File: src/sv/sca_pkg.sv
`default_nettype none

package sca_pkg;

   // Time base and display mode codes
   localparam int TIME_W = 32;

   typedef enum logic [1:0] {
      MODE_IDLE  = 2'd0,
      MODE_ALERT = 2'd1,
      MODE_STALE = 2'd2,
      MODE_NONE  = 2'd3
   } mode_type;

   // Previous mode after reset: not a legal mode, so the first tick is fresh
   localparam logic [2:0] PREV_MODE_RESET = 3'd7;
   localparam logic [7:0] PREV_SEV_RESET  = 8'd255;

   // Redraw gaps and car sizes
   localparam logic [TIME_W-1:0] IDLE_GAP  = TIME_W'(50);
   localparam logic [TIME_W-1:0] STALE_GAP = TIME_W'(200);
   localparam logic [6:0] IDLE_SIZE  = 7'd65;
   localparam logic [6:0] STALE_SIZE = 7'd40;

   // Reciprocals for now mod 3000 (as 8 * 375) and now mod 4000 (as 32 * 125)
   localparam logic [31:0] IDLE_RECIP  = 32'd2932031007;  // floor(2^40 / 375)
   localparam int          IDLE_SHIFT  = 40;
   localparam logic [31:0] STALE_RECIP = 32'd2199023255;  // floor(2^38 / 125)
   localparam int          STALE_SHIFT = 38;

   // Reciprocals for the triangle scaling: y / 150 and y / 2000
   localparam logic [16:0] IDLE_SCALE_RECIP  = 17'd111848;  // floor(2^24 / 150)
   localparam logic [17:0] STALE_SCALE_RECIP = 18'd134217;  // floor(2^28 / 2000)

   // Queue depths
   localparam int MIDQ_DEPTH = 4;
   localparam int MIDQ_AW    = $clog2(MIDQ_DEPTH);
   localparam int MIDQ_CW    = $clog2(MIDQ_DEPTH + 1);
   localparam int OUTQ_DEPTH = 16;
   localparam int OUTQ_AW    = $clog2(OUTQ_DEPTH);
   localparam int OUTQ_CW    = $clog2(OUTQ_DEPTH + 1);
   localparam int PIPE_DEPTH = 6;
   localparam int PIPE_CW    = $clog2(PIPE_DEPTH + 1);

   // Channel beats
   typedef struct packed {
      logic [31:0] now_ms;
      logic [1:0]  display_mode;
      logic [7:0]  severity;
   } req_type;

   typedef struct packed {
      logic        clear_screen;
      logic        draw_valid;
      logic [6:0]  car_size;
      logic [15:0] car_color;
   } rsp_type;

   // Classified tick handed from front to back
   typedef struct packed {
      logic              clear;
      logic              draw;
      logic [1:0]        mode;
      logic [1:0]        sev_idx;
      logic              bright;
      logic [TIME_W-1:0] now;
   } work_type;

   function automatic logic [15:0] pack565(input logic [7:0] r, input logic [7:0] g,
                                           input logic [7:0] b);
      return {r[7:3], g[7:2], b[7:3]};
   endfunction

   function automatic logic [TIME_W-1:0] alert_half(input logic [1:0] s);
      logic [TIME_W-1:0] h;
      unique case (s)
         2'd1:    h = TIME_W'(500);
         2'd2:    h = TIME_W'(250);
         default: h = TIME_W'(125);
      endcase
      return h;
   endfunction

   function automatic logic [6:0] alert_size(input logic [1:0] s);
      logic [6:0] z;
      unique case (s)
         2'd1:    z = 7'd70;
         2'd2:    z = 7'd80;
         default: z = 7'd90;
      endcase
      return z;
   endfunction

   function automatic logic [15:0] alert_color(input logic [1:0] s, input logic bright);
      logic [15:0] c;
      unique case ({bright, s})
         3'b101:  c = pack565(8'd220, 8'd30,  8'd0);
         3'b110:  c = pack565(8'd255, 8'd90,  8'd0);
         3'b111:  c = pack565(8'd255, 8'd220, 8'd0);
         3'b001:  c = pack565(8'd55,  8'd0,   8'd0);
         3'b010:  c = pack565(8'd70,  8'd15,  8'd0);
         default: c = pack565(8'd180, 8'd0,   8'd0);
      endcase
      return c;
   endfunction

endpackage

`default_nettype wire

File: src/sv/sca_front.sv
`default_nettype none

module sca_front
   import sca_pkg::*;
(
   input  wire logic    clock,
   input  wire logic    reset,
   input  wire logic    req_push,
   input  wire req_type req_item,
   output logic         req_full,
   output logic         head_valid,
   output work_type     head_work,
   input  wire logic    head_pop
);

   // Tick history and per-mode draw state
   logic [2:0]        prev_mode_ff, prev_mode_in;
   logic [7:0]        prev_sev_ff, prev_sev_in;
   logic [TIME_W-1:0] idle_ff, idle_in;
   logic [TIME_W-1:0] alert_ff, alert_in;
   logic [TIME_W-1:0] stale_ff, stale_in;
   logic              bright_ff, bright_in;

   // Queue toward the back end
   work_type          mem_ff [MIDQ_DEPTH];
   logic [MIDQ_AW-1:0] wr_ptr_ff, wr_ptr_in;
   logic [MIDQ_AW-1:0] rd_ptr_ff, rd_ptr_in;
   logic [MIDQ_CW-1:0] count_ff, count_in;

   logic              accept;
   logic              fresh;
   logic [TIME_W-1:0] now;
   logic [TIME_W-1:0] idle_eff, alert_eff, stale_eff;
   logic              bright_eff;
   logic              idle_go, alert_go, stale_go;
   logic [1:0]        sev_idx;
   logic              clear, draw;
   logic              push;
   work_type          work;

   assign req_full = (count_ff == MIDQ_CW'(MIDQ_DEPTH));
   assign accept   = req_push && !req_full;

   // Fresh test and elapsed-time checks; a fresh start zeroes the last draw
   always_comb begin
      now        = req_item.now_ms;
      fresh      = ({1'b0, req_item.display_mode} != prev_mode_ff) ||
                   (req_item.severity != prev_sev_ff);
      idle_eff   = fresh ? '0 : idle_ff;
      alert_eff  = fresh ? '0 : alert_ff;
      stale_eff  = fresh ? '0 : stale_ff;
      bright_eff = fresh || bright_ff;
      if (req_item.severity == 8'd0) begin
         sev_idx = 2'd1;
      end else if (req_item.severity > 8'd3) begin
         sev_idx = 2'd3;
      end else begin
         sev_idx = req_item.severity[1:0];
      end
      idle_go  = (now - idle_eff) >= IDLE_GAP;
      alert_go = (now - alert_eff) >= alert_half(sev_idx);
      stale_go = (now - stale_eff) >= STALE_GAP;
   end

   // Per-mode decision and state update
   always_comb begin
      clear        = 1'b0;
      draw         = 1'b0;
      idle_in      = idle_ff;
      alert_in     = alert_ff;
      stale_in     = stale_ff;
      bright_in    = bright_ff;
      prev_mode_in = prev_mode_ff;
      prev_sev_in  = prev_sev_ff;
      unique case (req_item.display_mode)
         MODE_IDLE: begin
            clear = fresh;
            draw  = idle_go;
            if (accept) begin
               idle_in = idle_go ? now : idle_eff;
            end
         end
         MODE_ALERT: begin
            clear = fresh;
            draw  = alert_go;
            if (accept) begin
               alert_in  = alert_go ? now : alert_eff;
               bright_in = alert_go ? !bright_eff : bright_eff;
            end
         end
         MODE_STALE: begin
            clear = fresh;
            draw  = stale_go;
            if (accept) begin
               stale_in = stale_go ? now : stale_eff;
            end
         end
         default: begin
         end
      endcase
      if (accept) begin
         prev_mode_in = {1'b0, req_item.display_mode};
         prev_sev_in  = req_item.severity;
      end
   end

   // Classified beat; ticks with no event are dropped here
   always_comb begin
      work.clear   = clear;
      work.draw    = draw;
      work.mode    = req_item.display_mode;
      work.sev_idx = sev_idx;
      work.bright  = bright_eff;
      work.now     = now;
      push         = accept && (clear || draw);
      wr_ptr_in    = push ? wr_ptr_ff + 1'b1 : wr_ptr_ff;
      rd_ptr_in    = head_pop ? rd_ptr_ff + 1'b1 : rd_ptr_ff;
      count_in     = count_ff + MIDQ_CW'(push) - MIDQ_CW'(head_pop);
   end

   assign head_valid = (count_ff != '0);
   assign head_work  = mem_ff[rd_ptr_ff];

   always_ff @(posedge clock) begin
      if (reset) begin
         prev_mode_ff <= PREV_MODE_RESET;
         prev_sev_ff  <= PREV_SEV_RESET;
         idle_ff      <= '0;
         alert_ff     <= '0;
         stale_ff     <= '0;
         bright_ff    <= 1'b1;
         wr_ptr_ff    <= '0;
         rd_ptr_ff    <= '0;
         count_ff     <= '0;
      end else begin
         prev_mode_ff <= prev_mode_in;
         prev_sev_ff  <= prev_sev_in;
         idle_ff      <= idle_in;
         alert_ff     <= alert_in;
         stale_ff     <= stale_in;
         bright_ff    <= bright_in;
         wr_ptr_ff    <= wr_ptr_in;
         rd_ptr_ff    <= rd_ptr_in;
         count_ff     <= count_in;
      end
   end

   always_ff @(posedge clock) begin
      if (push) begin
         mem_ff[wr_ptr_ff] <= work;
      end
   end

endmodule

`default_nettype wire

File: config.mk
export PLATFORM = sky130hd
export DESIGN_NAME = sca_front
export DESIGN_NICKNAME = d
export VERILOG_FILES = /design/src/sv/sca_pkg.sv /design/src/sv/sca_front.sv
export SDC_FILE = /design/constraint.sdc
export NUM_CORES = 1
export LEC_CHECK = 0
export ABC_AREA = 1
export BUFFER_PORTS_ARGS = -buffer_cell sky130_fd_sc_hd__clkbuf_2
export CAP_MARGIN = 25
export CELL_PAD_IN_SITES_DETAIL_PLACEMENT = 1
export CELL_PAD_IN_SITES_GLOBAL_PLACEMENT = 2
export CORE_ASPECT_RATIO = 1.75
export CORE_MARGIN = 4
export CORE_UTILIZATION = 36
export DETAILED_ROUTE_END_ITERATION = 8
export HOLD_SLACK_MARGIN = 0.05
export PLACE_DENSITY = 0.92
export SLEW_MARGIN = 5
export SYNTH_ARGS = -nofsm -noshare
export SYNTH_HDL_FRONTEND = slang
export SYNTH_SLANG_ARGS = --single-unit
File: constraint.sdc
create_clock -name clock -period 6.3 [get_ports clock]
set_input_delay 0.315 -clock clock [delete_from_list [all_inputs] [get_ports clock]]
set_output_delay 0.315 -clock clock [all_outputs]
set_load 0.02 [all_outputs]
==> impl_metrics.toml <==
[global_route]
grt_pass1_vias = 20350
antenna_found_initial = 2
grt_use_total = 0.2490
grt_pass1_wl_mm = 111.9
grt_max_degree = 80
grt_overflow = 0

[status]
outcome = "finished, final reports clean"

[critical_path]
worstPathArrival_ns = 6.24
path_class = "in2reg"
worst_path_largest_cell_delay_ns = 0.54
critPathCaptureType = "flop"
startpoint_type = "input port"
crit_top_cell = "nand2_1"
worstPathRequired_ns = 6.82
cp_max_fo = 35
ff2ff_setup_slack_ns = 0.72
cpMaxStageDelayCell = "dlygate4sd3_1"

[placement]
io_buffer_count = 86
dp.cells = 3498
dpl.hpwl_mm = 55.83
gp_congestion = 0.9298

[final_layout]
stdcell_count = 3563
nets = 3021
drive_gt1_frac = 0.08117
fill_cells = 6715
area_growth_pct = 12.10

[floorplan]
dieArea_um2 = 57080
row_count = 111
die-height_um = 313.1
ios = 87
start_util = 0.3647
die_w_um = 182.3
core_um2 = 52500

[routing]
ant_nets = 0
via_count = 19040
dr.pass1.iters = 5
drtIter0Drc = 982
wl_per_cell_um = 20.47
via_per_inst = 5.344
route.detailed.drc = 0
wl_mm = 72.95

[power]
p_per_area_nw_per_um2 = 236.6
ir_worst_vdd_uv = 193.2
leakage_nw = 9.625
p_total_mw = 5.078

[clock_tree]
clkTransAtPathRegs_ns = 0.07
cts_buffers = 28
postCtsSetupRepairBufs = 0
clock_sinks = 273
clockBufferDepth = 3
cts_tree = "done"
cts_root_buffer = "clkbuf_16"
clk_latency_ns = 0.61
clock_tree.htree_level_count = 1

[timing]
fin_crit_ns = 5.713
rsz0062_at_grt = "no"
min_period_over_period = 0.9068
finalSetupViolCount = 0
skew_ns = 0.05039
tns_ns = 0
slew_violations = 0
max_freq_mhz = 175.0
tightest_slew_ns = 0.8702
hold_violations = 0
max_slew_margin = 0.4199

[job]
maxCapViolations = 0

[synthesis]
avgSynthCellArea_um2 = 6.857
synthCells = 2792
yosysWarningCount = 0
synthArstFlopShare = 0
synth_seq_cells = 273
synth_edf_count = 156
ys_types = 42
synth_area_um2 = 19150
ys_seq_area_frac = 0.3670
syn_nets = 2952
synth_ff_type = "edfxtp_1"

[hold_path]
holdCritPathClass = "in2reg"
## synth_stat cells, types with 20 or more instances
cell type / n / area (um2)
a21oi_1: 192 / 960.9
a21oi_2: 29 / 254.0
clkbuf_1: 62 / 232.7
dfxtp_1: 117 / 2342
edfxtp_1: 156 / 4684
ha_1: 110 / 1376
inv_1: 372 / 1396
nand2_1: 914 / 3431
nand3_1: 181 / 905.9
nand3b_1: 20 / 150.1
nand4_1: 28 / 175.2
nor2_1: 254 / 953.4
o211ai_1: 41 / 307.8
o21ai_0: 106 / 530.5
o21ai_1: 32 / 160.2
o22ai_1: 40 / 250.2
## logic make-up (layout without fill, tap and decap cells)
logic type / count (synthesis) / in the layout / synth area share
simple gates: 1456 / 1456 / 0.3149
buf+inv: 467 / 558 / 0.09554
compound gates: 460 / 460 / 0.1364
flops: 273 / 273 / 0.3670
fa+ha+maj: 114 / 114 / 0.07607
xor+xnor: 22 / 22 / 0.01006
other cells: 0 / 2 / 0
## path summary, 6_finish.rpt
path | from | endpoint | cells after the start
max | req_item[8] | count_ff[2]$_SDFF_PP0_ | 31
min | head_pop | rd_ptr_ff[0]$_SDFFE_PP0P_ | 3
min reg2reg | prev_mode_ff[2]$_SDFFE_PP1P_ | prev_mode_ff[2]$_SDFFE_PP1P_ | 2
max reg2reg | prev_mode_ff[0]$_SDFFE_PP1P_ | count_ff[2]$_SDFF_PP0_ | 29
## metrics by stage
step           utilization  cell area [um2]  setup WS (ns)  hold slack [ns]
6_report            0.4088            21460         0.5869           0.1236
5_1_grt             0.4087            21460         0.1116           0.1351
4_1_cts             0.4086            21450         0.2866          0.09838
3_5_place_dp        0.3873            20330         0.2546           0.4487
3_3_place_gp        0.3865            20290         0.4697           0.4296
2_1_floorplan            -            19150         0.6846           0.4122
## final cells by class
| class | count | area (um2) | area share |
|---|---|---|---|
| Antenna cell | 2 | 5.005 | 0.0002332 |
| Clock buffer | 38 | 778.2 | 0.03626 |
| Clock inverter | 14 | 230.2 | 0.01073 |
| Inverter | 380 | 1429 | 0.06657 |
| Multi-Input combinational cell | 2052 | 10330 | 0.4812 |
| Sequential cell | 273 | 7028 | 0.3274 |
| Tap cell | 678 | 848.3 | 0.03952 |
| Timing Repair Buffer | 126 | 817.0 | 0.03807 |
## cells in the final DEF, fill, tap and decap left out, drive strengths merged, types with 7 or more instances in the layout
cell and instances:
edfxtp 156, nand3b 20, nor2 265, a21oi 221, o21ai 138, buf 30, dfxtp 117, nand3 184
o22ai 40, o211ai 41, and2 7, nand2 922, clkbuf 123, xnor2 13, o21bai 13, nand4 29
dlygate4sd3 11, ha 110, xor2 9, nor3 23, inv 380
## state kept, by name, indices dropped and copies added, names as in the netlist, named ones only
signal        flops
mem_ff          156
alert_ff         32
idle_ff          32
stale_ff         32
prev_sev_ff       8
count_ff          3
prev_mode_ff      3
rd_ptr_ff         2
wr_ptr_ff         2
bright_ff         1
## routing by layer
layer  vias up  GRT usage  wire [um]
li1       9239          -          -
met1      9235     0.2607      26910
met2       394     0.4763      38840
met3       174    0.02078       2214
met4         0     0.1473       4983
met5         -          0          0
## critical path, delay by kind of cell
kind / cells / cell delay (ns)
simple gates: 17 / 2.83
buf+inv: 7 / 1.48
fa+ha+maj: 4 / 1.07
compound gates: 2 / 0.28
xor+xnor: 1 / 0.18
## what timing repair did
action | 4_1_cts | 5_1_grt
hold endpoints to repair | 23 | 0
hold buffers | 11 | 0
resized for setup | 0 | 2
setup endpoints to repair | 0 | 2
## power by group
| part | total [mW] | switching (mW) | internal (mW) |
|---|---|---|---|
| Sequential | 2.11 | 0.0598 | 2.05 |
| Clock | 1.83 | 0.749 | 1.08 |
| Combinational | 1.14 | 0.812 | 0.333 |
| Total | 5.08 | 1.62 | 3.46 |
No activity file was read; power rests on OpenSTA's default activity.
