## config.mk

```make
export PLATFORM = sky130hd
export DESIGN_NAME = sca_outq
export DESIGN_NICKNAME = d
export VERILOG_FILES = /design/src/sv/sca_pkg.sv /design/src/sv/sca_outq.sv
export SDC_FILE = /design/constraint.sdc
export NUM_CORES = 1
export LEC_CHECK = 0
export BUFFER_PORTS_ARGS = -buffer_cell sky130_fd_sc_hd__buf_2
export CORE_MARGIN = 3
export CORE_UTILIZATION = 60
export DETAILED_ROUTE_END_ITERATION = 10
export PLACE_DENSITY = 0.78
export RECOVER_POWER = 50
export SETUP_SLACK_MARGIN = 0.02
export SLEW_MARGIN = 10
export SYNTH_ARGS = -nofsm -noshare
export SYNTH_HDL_FRONTEND = slang
export SYNTH_SLANG_ARGS = --single-unit
```

## constraint.sdc

```tcl
create_clock -name clock -period 4.63 [get_ports clock]
set_input_delay 0.2315 -clock clock [delete_from_list [all_inputs] [get_ports clock]]
set_output_delay 0.2315 -clock clock [all_outputs]
set_load 0.01 [all_outputs]
```

## src/sv/sca_pkg.sv

```systemverilog
`default_nettype none

package sca_pkg;

   // Time base and display mode codes
   localparam int TIME_W = 32;

   typedef enum logic [1:0] {
      MODE_IDLE  = 2'd0,
      MODE_ALERT = 2'd1,
      MODE_STALE = 2'd2,
      MODE_NONE  = 2'd3
   } mode_type;

   // Previous mode after reset: not a legal mode, so the first tick is fresh
   localparam logic [2:0] PREV_MODE_RESET = 3'd7;
   localparam logic [7:0] PREV_SEV_RESET  = 8'd255;

   // Redraw gaps and car sizes
   localparam logic [TIME_W-1:0] IDLE_GAP  = TIME_W'(50);
   localparam logic [TIME_W-1:0] STALE_GAP = TIME_W'(200);
   localparam logic [6:0] IDLE_SIZE  = 7'd65;
   localparam logic [6:0] STALE_SIZE = 7'd40;

   // Reciprocals for now mod 3000 (as 8 * 375) and now mod 4000 (as 32 * 125)
   localparam logic [31:0] IDLE_RECIP  = 32'd2932031007;  // floor(2^40 / 375)
   localparam int          IDLE_SHIFT  = 40;
   localparam logic [31:0] STALE_RECIP = 32'd2199023255;  // floor(2^38 / 125)
   localparam int          STALE_SHIFT = 38;

   // Reciprocals for the triangle scaling: y / 150 and y / 2000
   localparam logic [16:0] IDLE_SCALE_RECIP  = 17'd111848;  // floor(2^24 / 150)
   localparam logic [17:0] STALE_SCALE_RECIP = 18'd134217;  // floor(2^28 / 2000)

   // Queue depths
   localparam int MIDQ_DEPTH = 4;
   localparam int MIDQ_AW    = $clog2(MIDQ_DEPTH);
   localparam int MIDQ_CW    = $clog2(MIDQ_DEPTH + 1);
   localparam int OUTQ_DEPTH = 16;
   localparam int OUTQ_AW    = $clog2(OUTQ_DEPTH);
   localparam int OUTQ_CW    = $clog2(OUTQ_DEPTH + 1);
   localparam int PIPE_DEPTH = 6;
   localparam int PIPE_CW    = $clog2(PIPE_DEPTH + 1);

   // Channel beats
   typedef struct packed {
      logic [31:0] now_ms;
      logic [1:0]  display_mode;
      logic [7:0]  severity;
   } req_type;

   typedef struct packed {
      logic        clear_screen;
      logic        draw_valid;
      logic [6:0]  car_size;
      logic [15:0] car_color;
   } rsp_type;

   // Classified tick handed from front to back
   typedef struct packed {
      logic              clear;
      logic              draw;
      logic [1:0]        mode;
      logic [1:0]        sev_idx;
      logic              bright;
      logic [TIME_W-1:0] now;
   } work_type;

   function automatic logic [15:0] pack565(input logic [7:0] r, input logic [7:0] g,
                                           input logic [7:0] b);
      return {r[7:3], g[7:2], b[7:3]};
   endfunction

   function automatic logic [TIME_W-1:0] alert_half(input logic [1:0] s);
      logic [TIME_W-1:0] h;
      unique case (s)
         2'd1:    h = TIME_W'(500);
         2'd2:    h = TIME_W'(250);
         default: h = TIME_W'(125);
      endcase
      return h;
   endfunction

   function automatic logic [6:0] alert_size(input logic [1:0] s);
      logic [6:0] z;
      unique case (s)
         2'd1:    z = 7'd70;
         2'd2:    z = 7'd80;
         default: z = 7'd90;
      endcase
      return z;
   endfunction

   function automatic logic [15:0] alert_color(input logic [1:0] s, input logic bright);
      logic [15:0] c;
      unique case ({bright, s})
         3'b101:  c = pack565(8'd220, 8'd30,  8'd0);
         3'b110:  c = pack565(8'd255, 8'd90,  8'd0);
         3'b111:  c = pack565(8'd255, 8'd220, 8'd0);
         3'b001:  c = pack565(8'd55,  8'd0,   8'd0);
         3'b010:  c = pack565(8'd70,  8'd15,  8'd0);
         default: c = pack565(8'd180, 8'd0,   8'd0);
      endcase
      return c;
   endfunction

endpackage

`default_nettype wire

```

## src/sv/sca_outq.sv

```systemverilog
`default_nettype none

module sca_outq
   import sca_pkg::*;
(
   input  wire logic                clock,
   input  wire logic                reset,
   input  wire logic                res_valid,
   input  wire rsp_type             res_item,
   output logic [OUTQ_CW-1:0]       outq_count,
   output logic                     rsp_empty,
   input  wire logic                rsp_pop,
   output rsp_type                  rsp_item
);

   rsp_type             mem_ff [OUTQ_DEPTH];
   logic [OUTQ_AW-1:0]  wr_ptr_ff, wr_ptr_in;
   logic [OUTQ_AW-1:0]  rd_ptr_ff, rd_ptr_in;
   logic [OUTQ_CW-1:0]  count_ff, count_in;
   logic                take;

   // Pointer and fill bookkeeping; space is reserved upstream
   always_comb begin
      take      = rsp_pop && !rsp_empty;
      wr_ptr_in = res_valid ? wr_ptr_ff + 1'b1 : wr_ptr_ff;
      rd_ptr_in = take ? rd_ptr_ff + 1'b1 : rd_ptr_ff;
      count_in  = count_ff + OUTQ_CW'(res_valid) - OUTQ_CW'(take);
   end

   assign rsp_empty  = (count_ff == '0);
   assign rsp_item   = mem_ff[rd_ptr_ff];
   assign outq_count = count_ff;

   always_ff @(posedge clock) begin
      if (reset) begin
         wr_ptr_ff <= '0;
         rd_ptr_ff <= '0;
         count_ff  <= '0;
      end else begin
         wr_ptr_ff <= wr_ptr_in;
         rd_ptr_ff <= rd_ptr_in;
         count_ff  <= count_in;
      end
   end

   always_ff @(posedge clock) begin
      if (res_valid) begin
         mem_ff[wr_ptr_ff] <= res_item;
      end
   end

endmodule

`default_nettype wire

```

==> flow_summary.json, run 1 <==
{
  "status": "complete, no violations",
  "fp.dieH_um": 168.5,
  "hold_path_depth": 3,
  "ys_seq_area_share_pct": 77.96,
  "dp.cells": 1091,
  "fin_tns_setup_ns": 0,
  "end_kind": "output port",
  "async_flop_share_pct": 0,
  "pin_count": 60,
  "fin_cells": 1160,
  "synth_fp_nets": 754,
  "clk_pin_slew_ns": 0.06,
  "finalWeightedCongestion": 0.7634,
  "numClockSinks": 417,
  "reg2regPathDepth": 13,
  "p_leak_uw": 0.005654,
  "coreArea_um2": 25540,
  "grt_overflow": 0,
  "ff_latch_area_um2": 12360,
  "cts_tree": "yes",
  "p_sw_uw": 2121,
  "n_fill_cell": 1520,
  "vdd_ir_drop_max_uv": 288.1,
  "clock_path_buffers": 3,
  "yosysMostFrequentCell": "edfxtp_1",
  "p_sw_share_pct": 23.74,
  "cts_resized": 0,
  "routed_wl_mm": 33.92,
  "area_growth_pct": 12.30,
  "finalHoldViolCount": 0,
  "multi_input_area_um2": 3271,
  "vias_per_cell": 6.523,
  "synthesis.area_um2": 15840,
  "critical-path-slowest-cell": "dfxtp_4",
  "r2r_start": "outq_count[3]$_SDFF_PP0_",
  "final.period_utilization_pct": 68.47,
  "syn-mean-instance-area_um2": 22.22,
  "first_iter_violations": 955,
  "combPwrFrac_pct": 15.9,
  "cts_setup_buffers": 0,
  "ys_top_cells_by_area": "edfxtp_1, mux4_2, a22oi_1",
  "dpl_cell_area_um2": 16570,
  "routedWlPerCell_um": 29.24,
  "internal-power_uw": 6815,
  "cp.arrival_ns": 2.94,
  "synth_edf_count": 400,
  "synthCells": 713,
  "worstMarginPinSlew_ns": 1.052,
  "ff2ff_setup_slack_ns": 1.57,
  "rsz0062_at_grt": "false",
  "cts-hold-fix-buffers": 0,
  "finClkSkew_ns": 0.01182,
  "synth_flop_cell": "edfxtp_1",
  "drtPass1Iterations": 5,
  "synth_area_leader_cell": "edfxtp_1",
  "hpwl_mm": 18.00,
  "synth.ff_latch_count": 417,
  "antenna_found_initial": 1,
  "drc": 0,
  "hold_path_class": "input pin to flop",
  "grt_pass1_vias": 8116,
  "fin_crit_ns": 3.170,
  "initial_core_util_pct": 62.02,
  "dieWidth_um": 168.5,
  "fin_area_um2": 17790,
  "seq_power_share_pct": 48.9,
  "clk_latency_ns": 0.52,
  "synth_top_area_share_pct": 75.81,
  "whs_ns": 0.01852,
  "slew_violations": 0,
  "ant_nets": 0,
  "fin_nets": 844,
  "grt_pass1_wl_mm": 50.86,
  "netlist_top_cells_count": "edfxtp_1, mux4_2, a22oi_1, nand2_1",
  "yosysWarnings": 0,
  "synth_cell_types": 29,
  "p_per_area_nw_per_um2": 502.3,
  "dieArea_um2": 28390,
  "fp-row-count": 58,
  "timing.fmax_mhz": 315.4,
  "vias": 7567,
  "reg2reg_to": "outq_count[4]$_SDFF_PP0_",
  "port_buffers": 59,
  "relSlewSlack_pct": 29.84,
  "worst-path-buf-inv": 2,
  "drive_above_1_share_pct": 26.06,
  "critPathLaunchType": "flop",
  "p_clk_share_pct": 35.2,
  "grt.total_usage_pct": 24.62,
  "htreeDepth": 2,
  "critPathMaxFanout": 69,
  "path_class": "flop to output port",
  "numCtsBuffers": 40,
  "cpLargestDelayFamily": "flip-flops",
  "setup_viol": 0,
  "maxCapViolCount": 0,
  "grt_max_degree": 70,
  "root_buffer": "clkbuf_16",
  "critPathRequiredTime_ns": 4.40,
  "slowest_delay_ns": 1.00,
  "hp-start": "rsp_pop",
  "cp_cell_sequence": "buf_4 -> mux4_2 -> a22oi_1 -> nand2_1 -> buf_2"
}
[cell usage in the layout (no fill, tap or decap), types with 7 or more instances in the layout]
master and count:
inv_1 10, dfxtp_1 15, ha_1 11, nand2_1 29, edfxtp_1 400, clkinv_1 9
buf_4 23, clkbuf_1 32, a22oi_1 50, mux4_2 100, buf_2 29, and2_1 12
clkinv_2 7, clkbuf_16 41, nor2_1 12
[worst max path at each step]
stage          cells after the start                     start                  endpoint
4_1_cts                            5                      flop               rsp_item[8]
3_5_place_dp                      13  outq_count[3]$_SDFF_PP0_  outq_count[4]$_SDFF_PP0_
6_report                           5                      flop               rsp_item[8]
3_3_place_gp                      13  outq_count[3]$_SDFF_PP0_  outq_count[4]$_SDFF_PP0_
5_1_grt                            5                      flop               rsp_item[4]
2_1_floorplan                     13  outq_count[3]$_SDFF_PP0_  outq_count[4]$_SDFF_PP0_
[power by group through the flow]
stage          sequential, µW  clock, µW  combinational (µW)
6_report                 4370       3140                1420
5_1_grt                  4390       3320                1550
4_1_cts                  4380       3180                1450
3_5_place_dp             4450          0                1430
3_3_place_gp             4440          0                1370
2_1_floorplan            4330          0                1190
[registers in the layout, summed over array words and instances (netlist names), named ones only]
name and flops:
mem_ff 400, outq_count 5, rd_ptr_ff 4, wr_ptr_ff 4
[through the flow]
step	power [µW]	util [%]	worst slack (ns)
global placement	5814	64.86	1.773
global route	9262	69.64	1.358
floorplan	5516	-	1.801
finish	8936	69.65	1.460
CTS	9008	69.79	1.436
detailed placement	5889	64.86	1.583
[layer usage]
layer	global-route usage (%)	part of all wire (%)
met4	9.712	3.5
met1	34.93	39
met5	0	0.032
met3	6.142	9.4
met2	37.92	48
[worst register-to-register path, delay by kind of cell (launching register included)]
kind	cells	cell delay, ns
buffers and inverters	3	0.21
DFF	1	0.34
AOI/OAI and AO/OA	2	0.29
and+or+nand+nor	4	1.11
adders and majority gates	4	1.06
[logic make-up (layout without fill, tap and decap cells)]
group / after synthesis / in the layout / share of synthesized area, %
other: 0 / 1 / 0
AOI/OAI and AO/OA: 56 / 56 / 2.574
DFF: 417 / 417 / 77.96
muxes: 101 / 101 / 14.28
buffers and inverters: 45 / 161 / 1.453
and+or+nand+nor: 73 / 73 / 2.243
adders and majority gates: 12 / 12 / 0.9950
xor gates and xnor gates: 9 / 9 / 0.4975
[area by class of cell]
class                           instances  area share, %
Tap cell                              330          2.321
Sequential cell                       417          69.47
Multi-Input combinational cell        251          18.38
Timing Repair Buffer                   83          2.532
Clock buffer                           43          5.809
Clock inverter                         25          1.266
Antenna cell                            1        0.01406
Inverter                               10         0.2110
(Power assumes the default switching activity.)
==> run 2, diff against run 1 <==
Clock period 4.63 ns to 3.1 ns, I/O delays scaled along.
==> flow_summary.json, run 2 (synthesis results as in run 1) <==
{
  "cpLargestDelayFamily": "simple AND/OR/NAND/NOR gates",
  "grt_pass1_wl_mm": 52.34,
  "path_class": "flop to flop",
  "critPathLaunchType": "flop",
  "cp.arrival_ns": 3.42,
  "final_common_cell": "edfxtp_1",
  "largest_reg_flops": 400,
  "grt_pass1_vias": 8322,
  "fin_cells": 1202,
  "fp.dieH_um": 168.5,
  "area_growth_pct": 15.64,
  "finClkSkew_ns": 0.02316,
  "dp_slack_ns": -0.04520,
  "fp-row-count": 58,
  "worstMarginPinSlew_ns": 0.9487,
  "fin_nets": 881,
  "antenna_found_initial": 0,
  "largest_register": "mem_ff",
  "grt_overflow": 0,
  "vdd_ir_drop_max_uv": 574.2,
  "rsz0062_at_grt": "false",
  "cts_tree": "yes",
  "status": "complete, no violations",
  "dieArea_um2": 28390,
  "clk_pin_slew_ns": 0.05,
  "final.period_utilization_pct": 95.89,
  "cp_cell_sequence": "inv_1 -> ha_1 -> or4b_4 -> nand2_4 -> inv_1 -> ha_1 -> inv_1 -> ha_1 -> fa_2 -> a21oi_1 -> nor2_1 -> or3_1 -> a21oi_1",
  "dp.cells": 1101,
  "first_iter_violations": 1094,
  "vias": 7924,
  "root_buffer": "clkbuf_16",
  "fin_crit_ns": 2.973,
  "dpl_cell_area_um2": 16730,
  "port_buffers": 59,
  "critPathRequiredTime_ns": 3.55,
  "vias_per_cell": 6.592,
  "numCtsBuffers": 41,
  "initial_core_util_pct": 62.02,
  "final_cell_mix": "edfxtp_1, mux4_2, a22oi_1, clkbuf_16, clkbuf_1",
  "maxCapViolCount": 0,
  "timing.final.ws_setup_ns": 0.1274,
  "p_per_area_nw_per_um2": 753.1,
  "end_kind": "flop",
  "routedWlPerCell_um": 28.92,
  "critPathMaxFanout": 5,
  "setup_viol": 0,
  "slowest_delay_ns": 0.52,
  "hold_path_class": "input pin to flop",
  "drc": 0,
  "grt_max_degree": 42,
  "routed_wl_mm": 34.76,
  "finalWeightedCongestion": 0.7700,
  "finalHoldViolCount": 0,
  "timing.fmax_mhz": 336.4,
  "coreArea_um2": 25540,
  "dieWidth_um": 168.5,
  "numClockSinks": 417,
  "critical-path-slowest-cell": "or4b_4",
  "ant_nets": 0,
  "slew_violations": 0,
  "drive_above_1_share_pct": 26.49,
  "drtPass1Iterations": 5,
  "htreeDepth": 2,
  "power.total_uw": 13800,
  "fin_tns_setup_ns": 0,
  "pin_count": 60,
  "fin_area_um2": 18320,
  "clock_path_buffers": 3,
  "p_leak_uw": 0.005894,
  "hpwl_mm": 18.15,
  "diodes": 0,
  "grt.total_usage_pct": 25.32,
  "worst-path-buf-inv": 3,
  "relSlewSlack_pct": 36.75,
  "clk_latency_ns": 0.54
}
[run 2: layout make-up]
cell class	instances	area (µm²)
tap	330	412.9
clock buffer	53	1114
clock inverter	22	250.2
multi-input combinational	251	3283
sequential	417	12360
inverter	10	37.54
fill	1467	7222
timing repair buffer	119	865.8
[run 2: stage by stage]
step                hold slack (ns)  util, %
floorplan                    0.2241        -
finish                      0.04415    71.73
detailed placement           0.4838    65.49
global placement             0.4787    65.49
CTS                        0.004249    71.87
global route                0.02944    71.73
[run 2: path summary, 6_finish.rpt]
kind	to	cells after the start	slack (ns)	from
max	outq_count[4]$_SDFF_PP0_	13	0.13	outq_count[3]$_SDFF_PP0_
max reg2reg	outq_count[4]$_SDFF_PP0_	13	0.13	outq_count[3]$_SDFF_PP0_
min reg2reg	rd_ptr_ff[1]$_SDFFE_PP0N_	2	0.52	rd_ptr_ff[1]$_SDFFE_PP0N_
min	wr_ptr_ff[0]$_SDFFE_PP0P_	3	0.04	res_valid
[run 2: tightest hold or removal path: cells and delay by family]
family / cells / cell delay [ns]
xor+xnor: 1 / 0.09
buf+inv: 1 / 0.20
simple gates: 1 / 0.07
[run 2: layer usage]
metal	routed length [µm]	part of all wire (%)	vias to the layer above	GRT usage [%]
met4	1055	3.0	0	8.787
met3	3300	9.5	83	4.414
li1	-	-	3228	-
met1	12570	36	4138	35.03
met5	0	0	-	0
met2	17830	51	475	41.89
[run 2: what timing repair did]
| item | 4_1_cts | 5_1_grt |
|---|---|---|
| hold endpoints to repair | 307 | 0 |
| gates resized for setup | 1 | 4 |
| hold buffers | 26 | 0 |
| setup endpoints to repair | 1 | 1 |
| setup buffers | 0 | 0 |
[run 2: where the power goes]
part           internal [µW]  switching (µW)
combinational           1220            1110
clock                   2970            2040
sequential              6300             154
==> run 3, diff against run 2 <==
Settings changed: CELL_PAD_IN_SITES_DETAIL_PLACEMENT from default to 1, CELL_PAD_IN_SITES_GLOBAL_PLACEMENT from default to 1, CORE_UTILIZATION 60 to 54, PLACE_DENSITY 0.78 to default, PLACE_DENSITY_LB_ADDON from default to 0.1.
==> flow_summary.json, run 3 (synthesis results as in run 1) <==
{
  "grt.total_usage_pct": 23.00,
  "power.total_uw": 13730,
  "critical-path-slowest-cell": "or4b_4",
  "vias_per_cell": 6.069,
  "p_per_area_nw_per_um2": 748.6,
  "fin_nets": 875,
  "dp_slack_ns": 0.05284,
  "drc": 0,
  "critPathLaunchType": "flop",
  "numCtsBuffers": 43,
  "finalHoldViolCount": 0,
  "pin_count": 60,
  "htreeDepth": 2,
  "status": "complete, no violations",
  "dieWidth_um": 177.3,
  "cpLargestDelayFamily": "simple AND/OR/NAND/NOR gates",
  "drtPass1Iterations": 9,
  "worstMarginPinSlew_ns": 1.073,
  "timing.final.ws_setup_ns": 0.2220,
  "final.period_utilization_pct": 92.84,
  "fp.dieH_um": 177.3,
  "timing.fmax_mhz": 347.5,
  "relSlewSlack_pct": 28.47,
  "numClockSinks": 417,
  "n_fill_cell": 2357,
  "clk_pin_slew_ns": 0.06,
  "hpwl_mm": 18.54,
  "routedWlPerCell_um": 28.14,
  "critPathMaxFanout": 5,
  "p_leak_uw": 0.005861,
  "clk_latency_ns": 0.53,
  "ant_nets": 0,
  "antenna_found_initial": 0,
  "dieArea_um2": 31430,
  "grt_pass1_vias": 8207,
  "finalWeightedCongestion": 0.7288,
  "fin_tns_setup_ns": 0,
  "finClkSkew_ns": 0.01603,
  "maxCapViolCount": 0,
  "cts_tree": "yes",
  "slew_violations": 0,
  "grt_pass1_wl_mm": 52.42,
  "final_cell_mix": "edfxtp_1, mux4_2, a22oi_1, clkbuf_16, clkbuf_1",
  "critPathRequiredTime_ns": 3.55,
  "cp_cell_sequence": "inv_1 -> ha_1 -> or4b_4 -> nand2_2 -> inv_1 -> ha_1 -> inv_1 -> ha_1 -> fa_2 -> a21oi_1 -> nor2_1 -> or3_1 -> a21oi_1",
  "first_iter_violations": 771,
  "path_class": "flop to flop",
  "routed_wl_mm": 35.15,
  "root_buffer": "clkbuf_16",
  "vias": 7580,
  "vdd_ir_drop_max_uv": 611.0,
  "initial_core_util_pct": 55.05,
  "setup_viol": 0,
  "coreArea_um2": 28780,
  "fin_crit_ns": 2.878,
  "diodes": 0,
  "slowest_delay_ns": 0.50,
  "final_common_cell": "edfxtp_1",
  "port_buffers": 59,
  "clock_path_buffers": 3,
  "cp.arrival_ns": 3.33,
  "grt_overflow": 0,
  "largest_reg_flops": 400,
  "fp-row-count": 62,
  "rsz0062_at_grt": "false",
  "drive_above_1_share_pct": 26.24,
  "end_kind": "flop",
  "hold_path_class": "input pin to flop",
  "grt_max_degree": 39,
  "area_growth_pct": 15.71,
  "worst-path-buf-inv": 3,
  "largest_register": "mem_ff",
  "fin_util_pct": 63.70
}
## run 3: layout make-up
class	count	area [µm²]	area share (%)
inverters	10	37.54	0.2047
flip-flops and latches	417	12360	67.41
clock inverters	27	261.5	1.426
repair buffers	111	808.3	4.409
clock buffers	49	1109	6.047
multi-input cells	251	3278	17.88
well taps	384	480.5	2.621
## run 3: per-layer routing
layer | vias up | GRT usage (%) | share of wire (%)
li1 | 3213 | - | -
met1 | 4080 | 31.40 | 40
met2 | 241 | 40.51 | 53
met3 | 46 | 3.316 | 5.5
met4 | 0 | 4.188 | 1.5
met5 | - | 0 | 0
## run 3: path summary, 6_finish.rpt
path                              from                       end  slack, ns  cells after the start
min                       res_item[11]   mem_ff[2][11]$_DFFE_PP_       0.14                      1
max reg2reg   outq_count[2]$_SDFF_PP0_  outq_count[4]$_SDFF_PP0_       0.22                     13
min reg2reg  rd_ptr_ff[1]$_SDFFE_PP0N_                      flop       0.54                      2
max           outq_count[2]$_SDFF_PP0_  outq_count[4]$_SDFF_PP0_       0.22                     13
## run 3: worst reg2reg max path, stage by stage (launching register included)
cell	delay, ns
dfxtp_1	0.33
inv_1	0.09
ha_1	0.16
or4b_4	0.50
nand2_2	0.12
inv_1	0.05
ha_1	0.26
inv_1	0.04
ha_1	0.21
fa_2	0.38
a21oi_1	0.13
nor2_1	0.06
or3_1	0.34
a21oi_1	0.14
## run 3: repair_timing
item | in CTS | in global routing
buffers inserted | 0 | 0
setup endpoints to repair | 0 | 1
hold buffers | 25 | 0
resized for setup | 0 | 3
endpoints found under the hold margin | 310 | 0
## run 3: power breakdown
| group | leakage, µW | internal (µW) | switching [µW] |
|---|---|---|---|
| registers | 0.00375 | 6300 | 122 |
| clock network | 0.000670 | 2980 | 2020 |
| logic | 0.00144 | 1220 | 1090 |
| total | 0.00586 | 10500 | 3240 |
## run 3: stage by stage
stage / std cells / hold slack [ns] / area [µm²]
after floorplan: 713 / 0.2241 / 15840
after global routing: 1249 / 0.1742 / 18330
final: 1249 / 0.1433 / 18330
after global placement: 1148 / 0.4850 / 16740
after CTS: 1249 / 0.0004529 / 18370
after detailed placement: 1148 / 0.5078 / 16740
